File: src/hdl/gfbs_ram.sv
// ----------------------------------------------------------------------------
// gfbs_ram: generic single-write, single-read synchronous RAM
// One write and one read port; read data is registered, and a read of the
// address being written returns the old contents.
// ----------------------------------------------------------------------------
`default_nettype none

module gfbs_ram #(
    parameter int WIDTH = 8,
    parameter int DEPTH = 16
) (
    input  wire logic                     clk,
    input  wire logic                     we,
    input  wire logic [$clog2(DEPTH)-1:0] waddr,
    input  wire logic [WIDTH-1:0]         wdata,
    input  wire logic                     re,
    input  wire logic [$clog2(DEPTH)-1:0] raddr,
    output logic      [WIDTH-1:0]         rdata
);

    logic [WIDTH-1:0] mem [DEPTH];
    logic [WIDTH-1:0] rdata_reg;

    always_ff @(posedge clk)
    begin
        if (we)
        begin
            mem[waddr] <= wdata;
        end
        if (re)
        begin
            rdata_reg <= mem[raddr];
        end
    end

    assign rdata = rdata_reg;

endmodule

`default_nettype wire

File: config.mk
export PLATFORM = sky130hd
export DESIGN_NAME = gfbs_ram
export DESIGN_NICKNAME = d
export VERILOG_FILES = /design/src/hdl/gfbs_ram.sv
export SDC_FILE = /design/constraint.sdc
export NUM_CORES = 1
export LEC_CHECK = 0
export BUFFER_PORTS_ARGS = -buffer_cell sky130_fd_sc_hd__buf_2
export CORE_MARGIN = 1
export CORE_UTILIZATION = 30
export DETAILED_ROUTE_END_ITERATION = 8
export GPL_TIMING_DRIVEN = 1
export PLACE_DENSITY = 0.43
export SETUP_SLACK_MARGIN = 0.1
export SLEW_MARGIN = 20
export SYNTH_ARGS = -nofsm -noshare
export SYNTH_HDL_FRONTEND = slang
export SYNTH_SLANG_ARGS = --single-unit
export TNS_END_PERCENT = 10
File: constraint.sdc
create_clock -name clk -period 2.3 [get_ports clk]
set_input_delay 0.345 -clock clk [delete_from_list [all_inputs] [get_ports clk]]
set_output_delay 0.345 -clock clk [all_outputs]
set_load 0.02 [all_outputs]
# Word-level counts from Yosys, hierarchy flattened

Memories as Yosys holds them, arrays and structs flattened. A register that Yosys moved wholly into a read port is not among the register bits.
Index checks and enable logic that the tools add are counted.

Flip-flop bits (word level): 0
RAM bits: 128
Input bits: 19
Output and inout port bits: 8
Word-level logic and storage cells: 3
Memories: 1

Muxes and demuxes: 2

Memories:

| name | words | bits a word | read ports | clocked after Yosys merged registers in | wr ports | line | RTL |
|---|---|---|---|---|---|---|---|
| mem  | 16    | 8           | 1          | 1                                       | 1        | 21   | `logic [WIDTH-1:0] mem [DEPTH];` |

Operator list:

| kind   | number |
|---|---|
| $mux 1 | 2 |

# Depth between registers and ports, before layout

Depth in word-level cells: 2
Depth in mapped cells: 5
Depth with buffers taken out: 3

# Worst setup path after synthesis

Ideal clock, no wire load.

Path kind: in2reg
From: input waddr[2]
To: memory mem[0][0] (enable)
Setup time: 0.383 ns
Arrival time: 1.455 ns
Data required time: 1.917 ns
Setup slack: 0.462 ns
Stages: 2
Path buffers: 0
Cells stage by stage: or3b_2 > nor3_1

RTL lines:

| item            | line | RTL |
|---|---|---|
| start, declared | 14   | `input wire logic [$clog2(DEPTH)-1:0] waddr,` |
| end, declared   | 21   |  |

No word-level cell before the write port.

==> run_results.csv <==
group,metric,value,unit
synthesis,yosysWarningCount,0,
cells_and_area,layout.cells.most_common,"edfxtp_1",
floorplan,initial_core_util,31.08,%
timing,finalWorstSetupSlack,0.7877,ns
clock_tree,ctsResizeCount,0,
floorplan,rows,47,
timing,min_period,1.512,ns
clock_tree,cts_buffers,17,
routing,drt_wl_total,10880,um
floorplan,die-area,0.01796,mm^2
synthesis,syn_area,0.005228,mm^2
routing,first_pass_iters,4,
hold_path,holdPathEnd,"mem[8][3]",
routing,antenna_left,0,
pwr,ir_drop,0.5707,mV
grt,antenna_found_initial,0,
cells_and_area,design_area,0.006232,mm^2
pwr,p_leak,0.002074,uW
synthesis,synthCells,229,
timing,fmax,661.3,MHz
hold_path,min-delay-path-class,"in -> reg",
timing,max_slew_margin,67.84,%
clock_tree,cts_sinks,136,
routing,wire_per_inst,21.09,um
routing,drc,0,
placement,dpl_worst_slack,0.3128,ns
hold_path,hold_path.startpoint,"wdata[3]",
setup_path,end_kind,"register",
synthesis,syn_avg_cell_area,22.83,um^2
routing,drt_iter0_drc,321,
synthesis,ys_seq_area_share,78.12,%
placement,post_dp_cell_area,0.005729,mm^2
grt,overflow,0,
floorplan,core,0.01682,mm^2
clock_tree,clock_path_buffers,2,
cells_and_area,syn_to_final_growth,19.22,%
setup_path,r2r_setup_slack,0.82,ns
status,outcome,"completed",
routing,num_vias,2495,
synthesis,ys_types,18,
placement,io_buffers,26,
timing,worst-slew-pin-transition,0.4824,ns
clock_tree,clock_latency,0.41,ns
cells_and_area,drive_gt1_share,29.05,%
synthesis,synth_nets,248,
setup_path,crit_required,2.45,ns
cells_and_area,final_net_count,304,
cells_and_area,fin_util,37.06,%
clock_tree,tritoncts,"yes",
setup_path,worst-path-max-fanout,32,
placement,place_congestion,0.6606,
timing,finClkSkew,0.009068,ns
floorplan,die_y,134.0,um
timing,rsz0062_at_grt,"no",
grt,grt_max_degree,33,
clock_tree,post_cts_buffers,0,
cells_and_area,layout.cells.non_filler,516,
setup_path,startpoint,"raddr[0]",
setup_path,reg2reg_depth,3,
setup_path,reg2reg_to,"rdata[7]",
setup_path,worstPathArrival,1.66,ns
setup_path,r2r_start,"mem[11][7]",
clock_tree,clkTransAtPathRegs,0.05,ns
clock_tree,root_buffer,"clkbuf_16",
grt,grt_pass1_vias,2554,
timing,setup_viol,0,
timing,post-route-period-util,65.75,%
cells_and_area,most-common-layout-cells,"edfxtp_1, buf_2, buf_4",
placement,dpl.cell_count,486,
cells_and_area,antenna_cells,0,
routing,drt-vias-per-instance,4.835,
timing,drv_slew,0,
clock_tree,ctsHoldBuffers,0,
grt,grt_pass1_wl,16280,um
cells_and_area,largest_reg_flops,128,
floorplan,pin_count,27,
setup_path,cp-start-kind,"input pin",
clock_tree,htreeDepth,4,
cells_and_area,n_fill_cell,1586,
grt,grt_util_all_layers,13.45,%
hold_path,hold-path-cell-count,1,
synthesis,ys_ff_latch,136,
timing,finalHoldViolCount,0,
floorplan,die_w,134.0,um
job,cap_viol_max_count,0,
timing,finalSetupTns,0,ns
pwr,p_per_area,870.9,mW/mm^2
setup_path,worst-setup-path-type,"in -> reg",
placement,dp.final_hpwl,6906,um
[layer usage]
metal	GRT usage (%)	vias to the layer above	share of wire, %	routed length [um]
li1	-	1090	-	-
met1	17.85	1326	45	4852
met2	20.32	68	49	5358
met3	3.628	11	4.5	487
met4	6.818	0	1.7	185
met5	0	-	0	0
[where the power goes]
group          total [uW]  switching (uW)  internal, uW  leakage (uW)
Combinational         272             161           111      0.000593
Sequential           2810            15.7          2800       0.00124
Clock                2340             893          1450      0.000245
Total                5430            1070          4360       0.00207
[worst max-delay path: stages]
cell     delay [ns]
buf_2          0.10
buf_12         0.25
mux4_2         0.54
a22oi_1        0.30
nand2_1        0.09
[layout make-up]
cell class | instances | area, um^2 | area share (%)
Clock inverter | 7 | 55.05 | 0.8834
Multi-Input combinational cell | 83 | 1057 | 16.96
Tap cell | 220 | 275.3 | 4.417
Timing Repair Buffer | 47 | 312.8 | 5.019
Clock buffer | 23 | 447.9 | 7.187
Sequential cell | 136 | 4084 | 65.53
[Yosys cell counts, drive strengths merged]
library cell     n  area, um^2
nor2            13       48.80
nand3            1       5.000
buf              7       56.30
nor3             4       20.02
a22oi           16       120.1
clkdlybuf4s25    3       30.03
nor2b            1       6.260
nand3b           2       15.01
and2b            1       7.510
nand2b           2       12.51
edfxtp         136        4084
and2             1       6.260
mux4            32       773.2
or3b             1       8.760
nand2            9       33.78
[metrics by stage]
stage	hold slack (ns)	total power, uW
global route	0.3070	5641
CTS	0.3143	5494
detailed placement	0.7495	3142
finish	0.3229	5427
global placement	0.7344	3139
floorplan	0.4439	3011
[how the worst max path moves through the flow]
stage           endpoint  cells after the start
2_1_floorplan  mem[0][0]                      2
3_3_place_gp    rdata[0]                      5
3_5_place_dp    rdata[0]                      5
4_1_cts         rdata[0]                      5
5_1_grt         rdata[0]                      5
6_report        rdata[7]                      5
[kinds of logic (layout without fill, tap and decap cells)]
group | count (synthesis) | count (layout) | synth area share [%]
AO/OA/AOI/OAI | 16 | 16 | 2.298
buffers and inverters | 10 | 77 | 1.651
flip-flops | 136 | 136 | 78.12
multiplexers | 32 | 32 | 14.79
AND/OR/NAND/NOR | 35 | 35 | 3.136
(Power assumes the default switching activity.)
