--- src/hdl/gfbs_pkg.sv ---
// ----------------------------------------------------------------------------
// gfbs_pkg: shared types and constants of the grid feature bucket selector
// Holds the point and cell layouts, the opcode and register index codes and
// the control state type used by the core.
// ----------------------------------------------------------------------------
`default_nettype none

package gfbs_pkg;

    localparam int POS_W  = 16;   // unsigned 12.4 fixed point coordinate
    localparam int FRAC_W = 4;
    localparam int PIX_W  = POS_W - FRAC_W;
    localparam int CNT_W  = 16;
    localparam int ID_W   = 32;
    localparam int CFG_W  = 12;

    // First member lands in the top bits: x_pos is bit 0 upward.
    typedef struct packed {
        logic [ID_W-1:0]  point_id;
        logic [CNT_W-1:0] track_count;
        logic [POS_W-1:0] last_kf_y;
        logic [POS_W-1:0] last_kf_x;
        logic [POS_W-1:0] y_pos;
        logic [POS_W-1:0] x_pos;
    } point_t;

    localparam int POINT_W = $bits(point_t);

    typedef struct packed {
        logic   occupied;
        point_t pt;
    } cell_t;

    localparam int CELL_W = $bits(cell_t);

    localparam logic OP_INSERT = 1'b0;
    localparam logic OP_DRAIN  = 1'b1;

    localparam logic CFG_IMAGE_WIDTH  = 1'b0;
    localparam logic CFG_IMAGE_HEIGHT = 1'b1;

    localparam logic [CFG_W-1:0] IMAGE_WIDTH_RST  = 12'd640;
    localparam logic [CFG_W-1:0] IMAGE_HEIGHT_RST = 12'd480;

    typedef enum logic [1:0] {
        ST_CLEAR,
        ST_IDLE,
        ST_SCAN
    } state_t;

endpackage

`default_nettype wire

--- src/hdl/gfbs_locate.sv ---
// ----------------------------------------------------------------------------
// gfbs_locate: map a point position to its grid cell address
// Takes the pixel part of the coordinates, divides by the cell size through
// an exact reciprocal multiply and checks the image and grid bounds.
// ----------------------------------------------------------------------------
`default_nettype none

module gfbs_locate #(
    parameter int CELL_SIZE = 32,
    parameter int MAX_COLS  = 64,
    parameter int MAX_ROWS  = 64,
    parameter int COL_W     = 6,
    parameter int ROW_W     = 6
) (
    input  wire logic [gfbs_pkg::POS_W-1:0] x_pos,
    input  wire logic [gfbs_pkg::POS_W-1:0] y_pos,
    input  wire logic [gfbs_pkg::CFG_W-1:0] image_width,
    input  wire logic [gfbs_pkg::CFG_W-1:0] image_height,
    output logic                            in_grid,
    output logic [ROW_W+COL_W-1:0]          cell_addr
);

    import gfbs_pkg::*;

    // Exact for any PIX_W-bit numerator and a divisor up to 2**7.
    localparam int DIV_SHIFT = PIX_W + 7;
    localparam int RECIP     = ((1 << DIV_SHIFT) + CELL_SIZE - 1) / CELL_SIZE;
    localparam int RECIP_W   = $clog2(RECIP + 1);
    localparam int PROD_W    = PIX_W + RECIP_W;
    localparam int Q_W       = PROD_W - DIV_SHIFT;
    localparam int EXT_W     = Q_W + ROW_W + COL_W;

    logic [PIX_W-1:0]  px;
    logic [PIX_W-1:0]  py;
    logic [PROD_W-1:0] prod_x;
    logic [PROD_W-1:0] prod_y;
    logic [Q_W-1:0]    col_q;
    logic [Q_W-1:0]    row_q;
    logic [EXT_W-1:0]  col_ext;
    logic [EXT_W-1:0]  row_ext;

    always_comb
    begin
        px      = x_pos[POS_W-1:FRAC_W];
        py      = y_pos[POS_W-1:FRAC_W];
        prod_x  = PROD_W'(px) * PROD_W'(RECIP);
        prod_y  = PROD_W'(py) * PROD_W'(RECIP);
        col_q   = prod_x[PROD_W-1:DIV_SHIFT];
        row_q   = prod_y[PROD_W-1:DIV_SHIFT];
        col_ext = EXT_W'(col_q);
        row_ext = EXT_W'(row_q);
        in_grid = (px < image_width) && (py < image_height)
               && (32'(col_q) < 32'(MAX_COLS))
               && (32'(row_q) < 32'(MAX_ROWS));
        // Rows above columns keeps the address order row-major.
        cell_addr = {row_ext[ROW_W-1:0], col_ext[COL_W-1:0]};
    end

endmodule

`default_nettype wire

--- config.mk ---
export PLATFORM = sky130hd
export DESIGN_NAME = gfbs_locate
export DESIGN_NICKNAME = d
export VERILOG_FILES = /design/src/hdl/gfbs_pkg.sv /design/src/hdl/gfbs_locate.sv
export SDC_FILE = /design/constraint.sdc
export NUM_CORES = 1
export LEC_CHECK = 0
export BUFFER_PORTS_ARGS = -buffer_cell sky130_fd_sc_hd__buf_2
export CAP_MARGIN = 20
export CORE_MARGIN = 4
export CORE_UTILIZATION = 37
export DETAILED_ROUTE_END_ITERATION = 8
export PLACE_DENSITY_LB_ADDON = 0.25
export SYNTH_ARGS = -nofsm -noshare
export SYNTH_HDL_FRONTEND = slang
export SYNTH_SLANG_ARGS = --single-unit
export TNS_END_PERCENT = 20
--- constraint.sdc ---
create_clock -name vclk -period 2.1
set_clock_uncertainty 0.05 [all_clocks]
set_input_delay 0.42 -clock vclk [all_inputs]
set_output_delay 0.42 -clock vclk [all_outputs]
set_load 0.01 [all_outputs]
Word-level counts from Yosys, hierarchy flattened. Index checks and enable logic that the tools add are counted.

Register bits after elaboration: 0. Bits in latches: 0. Memory bits (writable): 0. Bits in read-only memories: 0. Input bits: 56. Output and inout port bits: 13. Logic and storage cells: 7. Memories: 0.

Add/subtract/negate cells: 0. Multiply operators: 0. Div/mod/pow operators: 0. Magnitude comparators: 4. Equal/unequal tests: 0. Shift operators: 0. Muxes and demuxes: 0. Bitwise logic cells: 0. Reduce and logical (&&, ||, !) cells: 3.

Operators with widths (count): 12-bit < comparator (2); 7-bit < comparator, second input constant (2); 1-bit logical AND (3).

Longest topological paths before layout. Gate-level depths: netlist (run 1).

Word-level depth: 4. Mapped depth: 7. Gate-level depth less buffers: 7.

Worst setup path before layout (run 1). Ideal clock, no wire load.

Path type: input to output. Start point: input port image_height[9] (netlist bit). End point: output port in_grid. Arrival: 1391 ps. Required time: 1630 ps. Setup slack: 239 ps. Stages: 7. Buffers on the path: 0. Path through: inv_1 ha_1 a21oi_1 nor2b_1 o21ai_1 nand4_1 a211oi_2.

Longest elaborated chain between the ends: 4.

RTL lines: from (decl) (RTL line gfbs_locate.sv:18) `input wire logic [gfbs_pkg::CFG_W-1:0] image_height,`; 12-bit < comparator (RTL line gfbs_locate.sv:52) `in_grid = (px < image_width) && (py < image_height)`; 1-bit logical AND (RTL line gfbs_locate.sv:52); 1-bit logical AND (RTL line gfbs_locate.sv:53) `&& (32'(col_q) < 32'(MAX_COLS))`; 1-bit logical AND (RTL line gfbs_locate.sv:54) `&& (32'(row_q) < 32'(MAX_ROWS));`; to (decl) (RTL line gfbs_locate.sv:19) `output logic in_grid,`.

Every way passes these cells.

Worst setup path in the final report (run 1).
Start point: input port y_pos[11] (netlist bit). End point: output port in_grid.

Longest elaborated chain between the ends: 4. Elaborated cells between the ends (all ways): 5. Those cells by class: order compare (2); reduce/logical (3).

RTL lines: from (decl) (RTL line gfbs_locate.sv:16) `input wire logic [gfbs_pkg::POS_W-1:0] y_pos,`; 12-bit < comparator (RTL line gfbs_locate.sv:52); 1-bit logical AND (RTL line gfbs_locate.sv:52); 1-bit logical AND (RTL line gfbs_locate.sv:53); 1-bit logical AND * (RTL line gfbs_locate.sv:54).

Every way passes the cells marked *; elsewhere a longest branch is shown, timed or not.

==> results_dict.tcl, run 1 <==
set metrics [dict create \
    power_density_mw_per_mm2 180 \
    status "complete, no violations" \
    ys_types 20 \
    final_common_cell "buf_2" \
    stdcell_area_sq_um 991 \
    ant_nets 0 \
    n_clock_buffer 0 \
    dieArea_sq_mm 0.00247 \
    crit_type "input port to output pin" \
    core_area_sq_mm 0.00158 \
    cp_max_fo 2 \
    cp-startpoint "y_pos[11]" \
    hold_viol_final 0 \
    seq_area_frac_synth_pct 0 \
    period_needed_ns 2.07 \
    fmax_mhz 482 \
    hpwl_mm 1.42 \
    grt_use_total_pct 12.6 \
    vdd_ir_drop_max_uv 89.0 \
    io_buffers 61 \
    synthXorXnorAreaFrac_pct 0 \
    slew_violations 0 \
    multi_input_area_sq_um 536 \
    rsz0062_at_grt "yes" \
    p_leak_uw 0.000593 \
    cp.required_ns 1.63 \
    fin_cells 155 \
    nNetsFinal 219 \
    remaining_drc_errors 0 \
    drv_cap 0 \
    worstPathArrival_ns 1.60 \
    hold_slack_ns 0.984 \
    slew_headroom_pct 84.8 \
    cts_setup_buffers 0 \
    avgViaCountPerCell 4.68 \
    grt_max_degree 3 \
    tightest_slew_ns 0.225 \
    fin_crit_sh_pct 98.8 \
    setup.worst_path.end "in_grid" \
    setup_viol_count_final 0 \
    postPlaceCellArea_sq_um 877 \
    synthSimpleGateAreaFrac_pct 13.6 \
    fp.dieH_microns 49.7 \
    dp.cells 155 \
    grt_pass1_wl_mm 2.70 \
    fill_cells 151 \
    die_w_microns 49.7 \
    start_kind "input port" \
    synth_mux_area_share_pct 0 \
    initial_core_util_pct 40.7 \
    grt_overflow 0 \
    synth_fa_ha_area_share_pct 42.9 \
    row_count 14 \
    seq_cell_count 0 \
    drt-pass1-iter-count 4 \
    drtIter0Drc 3 \
    ioPinCount 69 \
    n_antenna_cell 0 \
    place.gp.congestion 0.703 \
    via_count 725 \
    endpoint_kind "output pin" \
    register_area_sq_um 0 \
    antenna_found_initial 0 \
    wl_mm 1.64 \
    grt_pass1_vias 703 \
    final_cell_mix "buf_2 (55), inv_1 (19), ha_1 (18)" \
    wl_per_cell_microns 10.5 \
    areaGrowthSynthToFinish_pct 54.4 \
    synth_cells 90 \
    synth_compound_gate_area_share_pct 16.0 \
    min_path_type "input port to output pin" \
    final_layout_size_suffix_gt1_share_pct 54.7 \
    syn_nets 168 \
    synth.avg_cell_area_sq_um 7.13 \
    synth_top_family_by_area "adder cells" \
    syn_area_sq_um 642 \
    holdBufCountCts 0 \
    ys_warn_count 0 \
]
layout make-up:
cell class | count | share of cell area (%)
Multi-Input combinational cell | 55 | 54.0
Inverter | 23 | 8.96
Tap cell | 16 | 2.02
Timing Repair Buffer | 61 | 35.0
logic make-up after synthesis:
| kind of cell | Yosys count |
|---|---|
| AOI/OAI and AO/OA | 17 |
| adders and majority gates | 22 |
| buffers and inverters | 35 |
| and+or+nand+nor | 16 |
cell usage after synthesis, drive strengths merged:
| cell type | count | area (sq um) |
|---|---|---|
| o211ai | 1 | 7.51 |
| ha | 22 | 275 |
| nor2b | 2 | 12.5 |
| nand3 | 1 | 5.00 |
| a211oi | 2 | 20.0 |
| nor2 | 1 | 3.75 |
| nand4 | 3 | 18.8 |
| a21oi | 9 | 48.8 |
| nor3 | 1 | 5.00 |
| buf | 12 | 90.1 |
| inv | 23 | 86.3 |
| o21ai | 4 | 20.0 |
| nand2 | 3 | 11.3 |
| o22ai | 1 | 6.26 |
| nor4 | 1 | 6.26 |
| nand2b | 3 | 18.8 |
| or3 | 1 | 6.26 |
layer usage:
| layer | share of wire [%] | track usage (%) | up-vias |
|---|---|---|---|
| li1 | - | - | 388 |
| met1 | 35 | 14.9 | 305 |
| met2 | 56 | 25.3 | 32 |
| met3 | 9.1 | 1.20 | 0 |
| met4 | 0 | 0 | 0 |
| met5 | 0 | 0 | - |
power by group:
part	total, uW	switching, uW	leakage, uW	internal (uW)
logic	178	80.0	0.000593	98.5
registers	0	0	0	0
clock network	0	0	0	0
total	178	80.0	0.000593	98.5
per-stage QoR:
step                setup TNS, ns  worst slack [ns]  total power [uW]  utilization [%]
floorplan                       0             0.239              93.6                -
global placement         -0.00681          -0.00681               146             55.6
detailed placement        -0.0281           -0.0281               150             55.6
CTS                             0           0.00258               156             56.7
global route              -0.0351           -0.0351               205             62.9
finish                          0            0.0262               178             62.9
critical path, stage by stage:
cell      delay, ns
buf_8          0.10
ha_4           0.26
nand3_2        0.08
or3_1          0.38
a21oi_2        0.16
a211oi_2       0.06
buf_2          0.15
worst min path at each step:
stage / from / to / cells past startpoint
2_1_floorplan: x_pos[9] / cell_addr[0] / 1
3_3_place_gp: x_pos[11] / cell_addr[2] / 2
3_5_place_dp: x_pos[9] / cell_addr[0] / 2
4_1_cts: x_pos[9] / cell_addr[0] / 2
5_1_grt: y_pos[11] / cell_addr[8] / 2
6_report: y_pos[9] / cell_addr[6] / 2
repair_timing:
item                                    in CTS  in global routing
pin swaps                                    4                  8
resized for setup                            3                 21
endpoints found under the setup margin       1                  1
Note: power is estimated with default switching activity, not from simulation.
==> inputs of run 2 (changes only) <==
--- a/config.mk
+++ b/config.mk
@@ -10,7 +10,7 @@
 export CORE_MARGIN = 4
 export CORE_UTILIZATION = 37
 export DETAILED_ROUTE_END_ITERATION = 8
-export PLACE_DENSITY_LB_ADDON = 0.25
+export PLACE_DENSITY = 0.89
 export SYNTH_ARGS = -nofsm -noshare
 export SYNTH_HDL_FRONTEND = slang
 export SYNTH_SLANG_ARGS = --single-unit
==> results_dict.tcl, run 2 (synthesis gave the netlist of run 1 again) <==
set metrics [dict create \
    status "complete, no violations" \
    rsz0062_at_grt "yes" \
    start_kind "input port" \
    io_buffers 61 \
    ant_nets 0 \
    ioPinCount 69 \
    power_density_mw_per_mm2 194 \
    final_cell_mix "buf_2 (53), inv_1 (18), ha_1 (13)" \
    row_count 14 \
    crit_family "compound AO/OA/AOI/OAI gates" \
    period_needed_ns 2.07 \
    stdcell_area_sq_mm 0.00111 \
    fmax_mhz 484 \
    vdd_ir_drop_max_uv 98.2 \
    seq_cell_count 0 \
    holdBufCountCts 0 \
    cts_setup_buffers 0 \
    wl_per_cell_microns 11.5 \
    register_area_sq_um 0 \
    n_clock_buffer 0 \
    initial_core_util_pct 40.7 \
    antenna_found_initial 0 \
    hold_viol_final 0 \
    drtIter0Drc 1 \
    worstPathCellList "buf_6 -> inv_4 -> ha_4 -> a21oi_2 -> o22ai_2 -> nor2_2 -> a21oi_4 -> a211oi_2 -> buf_2" \
    slew_violations 0 \
    tightest_slew_ns 0.235 \
    fin_crit_sh_pct 98.3 \
    grt_pass1_vias 704 \
    worstPathArrival_ns 1.60 \
    wl_mm 1.79 \
    place.gp.congestion 0.779 \
    n_antenna_cell 0 \
    avgViaCountPerCell 4.87 \
    drt-pass1-iter-count 2 \
    final_layout_size_suffix_gt1_share_pct 62.9 \
    nNetsFinal 220 \
    p_leak_uw 0.000606 \
    drv_cap 0 \
    fp.dieH_microns 49.7 \
    fin_util_pct 70.2 \
    cp.required_ns 1.63 \
    cp_max_fo 2 \
    final_common_cell "buf_2" \
    endpoint_kind "output pin" \
    grt_pass1_wl_mm 2.57 \
    cp_num_buf_inv 3 \
    hpwl_mm 1.54 \
    slowest_stage "ha_4" \
    grt_overflow 0 \
    dp.cells 156 \
    slew_headroom_pct 84.1 \
    grt_max_degree 3 \
    crit_type "input port to output pin" \
    dieArea_sq_mm 0.00247 \
    setup_viol_count_final 0 \
    postPlaceCellArea_sq_um 885 \
    grt_use_total_pct 12.1 \
    die_w_microns 49.7 \
    areaGrowthSynthToFinish_pct 72.5 \
    fin_cells 156 \
    min_path_type "input port to output pin" \
    core_area_sq_mm 0.00158 \
    slowest_delay_ns 0.21 \
    via_count 760 \
    remaining_drc_errors 0 \
]
## run 2: changes by cell type in the layout (fill, tap and decap cells not counted), moves of 2 or more
cell,change
buf_6,+3
buf_2,-2
ha_1,-5
a21oi_4,+2
ha_4,+4
## run 2: path summary, 6_finish.rpt
path	slack [ns]	depth (start not counted)	to	from
worst max-delay path	0.03	9	in_grid	image_height[6]
worst min-delay path	0.99	2	cell_addr[6]	y_pos[9]
## run 2: where the power goes
part	leakage (uW)	internal (uW)	total [uW]	switching, uW
combinational	0.000606	119	215	96.1
sequential	0	0	0	0
clock	0	0	0	0
total	0.000606	119	215	96.1
## run 2: stage by stage
stage	TNS, ns	setup slack (ns)	power (uW)	hold slack, ns
after floorplan	0	0.239	93.6	0.882
after global placement	-0.00737	-0.00737	145	0.993
after detailed placement	-0.0261	-0.0261	155	0.997
after CTS	0	0.000668	159	0.997
after global routing	-0.0325	-0.0325	241	0.995
final	0	0.0350	215	0.986
## run 2: final cells by class
| type | count | area, sq um |
|---|---|---|
| Tap cell | 16 | 20.0 |
| Multi-Input combinational cell | 55 | 633 |
| Inverter | 23 | 91.3 |
| Timing Repair Buffer | 62 | 363 |
| Fill cell | 130 | 469 |
## run 2: routing by layer
| metal | GRT usage [%] | vias up | part of all wire, % |
|---|---|---|---|
| met3 | 1.81 | 2 | 9.5 |
| met4 | 0 | 0 | 1.2 |
| met5 | 0 | - | 0 |
| li1 | - | 391 | - |
| met2 | 26.4 | 39 | 54 |
| met1 | 12.2 | 328 | 36 |
## run 2: timing repair
action / 4_1_cts / 5_1_grt
setup endpoints to repair: 1 / 1
pin swaps: 5 / 14
gates resized for setup: 2 / 38
==> inputs of run 3 (changes only) <==
--- a/config.mk
+++ b/config.mk
@@ -7,7 +7,7 @@
 export LEC_CHECK = 0
 export BUFFER_PORTS_ARGS = -buffer_cell sky130_fd_sc_hd__buf_2
 export CAP_MARGIN = 20
-export CORE_MARGIN = 4
+export CORE_MARGIN = 3
 export CORE_UTILIZATION = 37
 export DETAILED_ROUTE_END_ITERATION = 8
 export PLACE_DENSITY = 0.89
==> results_dict.tcl, run 3 (synthesis gave the netlist of run 1 again) <==
set metrics [dict create \
    status "complete, no violations" \
    drtIter0Drc 4 \
    grt_use_total_pct 14.7 \
    grt_pass1_wl_mm 2.57 \
    vdd_ir_drop_max_uv 93.1 \
    fin_crit_sh_pct 98.5 \
    start_kind "input port" \
    core_area_sq_mm 0.00158 \
    slowest_stage "or3_4" \
    wl_met1_microns 635 \
    slew_violations 0 \
    crit_type "input port to output pin" \
    register_area_sq_um 0 \
    areaGrowthSynthToFinish_pct 78.6 \
    via_count 761 \
    wl_per_cell_microns 11.9 \
    cts_setup_buffers 0 \
    worstHoldStart "y_pos[12]" \
    grt_pass1_vias 736 \
    cp_common_cell "buf_2" \
    antenna_found_initial 0 \
    pre_cts_slack_ns -0.0286 \
    top_layer "met3" \
    cp_max_fo 2 \
    power_density_mw_per_mm2 191 \
    p_leak_uw 0.000603 \
    wl_mm 1.85 \
    worst_slack_ns 0.0315 \
    min_path_type "input port to output pin" \
    wl_met3_microns 164 \
    place.gp.congestion 0.641 \
    rsz0062_at_grt "yes" \
    period_needed_ns 2.07 \
    wl_met2_mm 1.05 \
    n_clock_buffer 0 \
    io_buffers 61 \
    slew_headroom_pct 83.4 \
    min_to "cell_addr[9]" \
    fp.dieH_microns 47.7 \
    initial_core_util_pct 40.7 \
    avgViaCountPerCell 4.91 \
    fin_cells 155 \
    hold_viol_final 0 \
    hpwl_mm 1.53 \
    n_antenna_cell 0 \
    slowest_delay_ns 0.38 \
    die_w_microns 47.7 \
    grt_overflow 0 \
    cp.required_ns 1.63 \
    nNetsFinal 219 \
    ioPinCount 69 \
    setup_viol_count_final 0 \
    worstPathArrival_ns 1.60 \
    fill_cells 117 \
    row_count 14 \
    endpoint_kind "output pin" \
    final_cell_mix "buf_2 (54), inv_1 (14), ha_4 (13)" \
    final_layout_size_suffix_gt1_share_pct 68.3 \
    holdBufCountCts 0 \
    dp.cells 155 \
    fmax_mhz 483 \
    remaining_drc_errors 0 \
    grt_max_degree 3 \
    ant_nets 0 \
    drt-pass1-iter-count 3 \
    tightest_slew_ns 0.246 \
    hold_depth 2 \
    seq_cell_count 0 \
    worstPathCellList "buf_2 -> inv_2 -> ha_4 -> nand3_2 -> or3_4 -> a21oi_4 -> a211oi_2 -> buf_2" \
    final_common_cell "buf_2" \
    dieArea_sq_mm 0.00227 \
    drv_cap 0 \
]
## run 3: critical path: cells and delay by family
family,cells,cell delay (ns)
AND/OR/NAND/NOR,2,0.45
AO/OA/AOI/OAI,2,0.18
buffers and inverters,3,0.28
adder cells (fa/ha/maj),1,0.26
## run 3: what timing repair did
| action | CTS | global route |
|---|---|---|
| pin swaps | 8 | 15 |
| setup endpoints to repair | 1 | 1 |
| gates resized for setup | 10 | 34 |
## run 3: through the flow
| stage | power, uW | util, % | hold slack (ns) | area [sq um] | setup TNS [ns] |
|---|---|---|---|---|---|
| final | 219 | 72.7 | 0.996 | 1150 | 0 |
| after global routing | 247 | 72.7 | 1.01 | 1150 | -0.0316 |
| after CTS | 167 | 59.6 | 0.995 | 940 | 0 |
| after detailed placement | 155 | 55.6 | 0.995 | 877 | -0.0286 |
| after global placement | 144 | 55.6 | 0.993 | 877 | -0.00969 |
| after floorplan | 93.6 | - | 0.882 | 642 | 0 |
## run 3: routing by layer
layer	global-route usage, %	vias up
li1	-	388
met1	14.1	335
met2	34.2	38
met3	0.752	0
met4	0	0
met5	0	-
## run 3: layout make-up
| cell class | count | area (sq um) | share of cell area (%) |
|---|---|---|---|
| Multi-Input combinational cell | 55 | 686 | 59.8 |
| Timing Repair Buffer | 61 | 349 | 30.5 |
| Inverter | 23 | 91.3 | 7.97 |
| Tap cell | 16 | 20.0 | 1.75 |
## run 3: power by group
group          total [uW]  leakage [uW]  switching (uW)  internal, uW
combinational         219      0.000603             100           119
clock                   0             0               0             0
sequential              0             0               0             0
## run 3: worst max path at each step
stage,from,endpoint
floorplan,image_height[9],in_grid
global placement,y_pos[13],in_grid
detailed placement,y_pos[11],in_grid
CTS,y_pos[11],in_grid
global route,image_width[8],in_grid
finish,image_height[7],in_grid
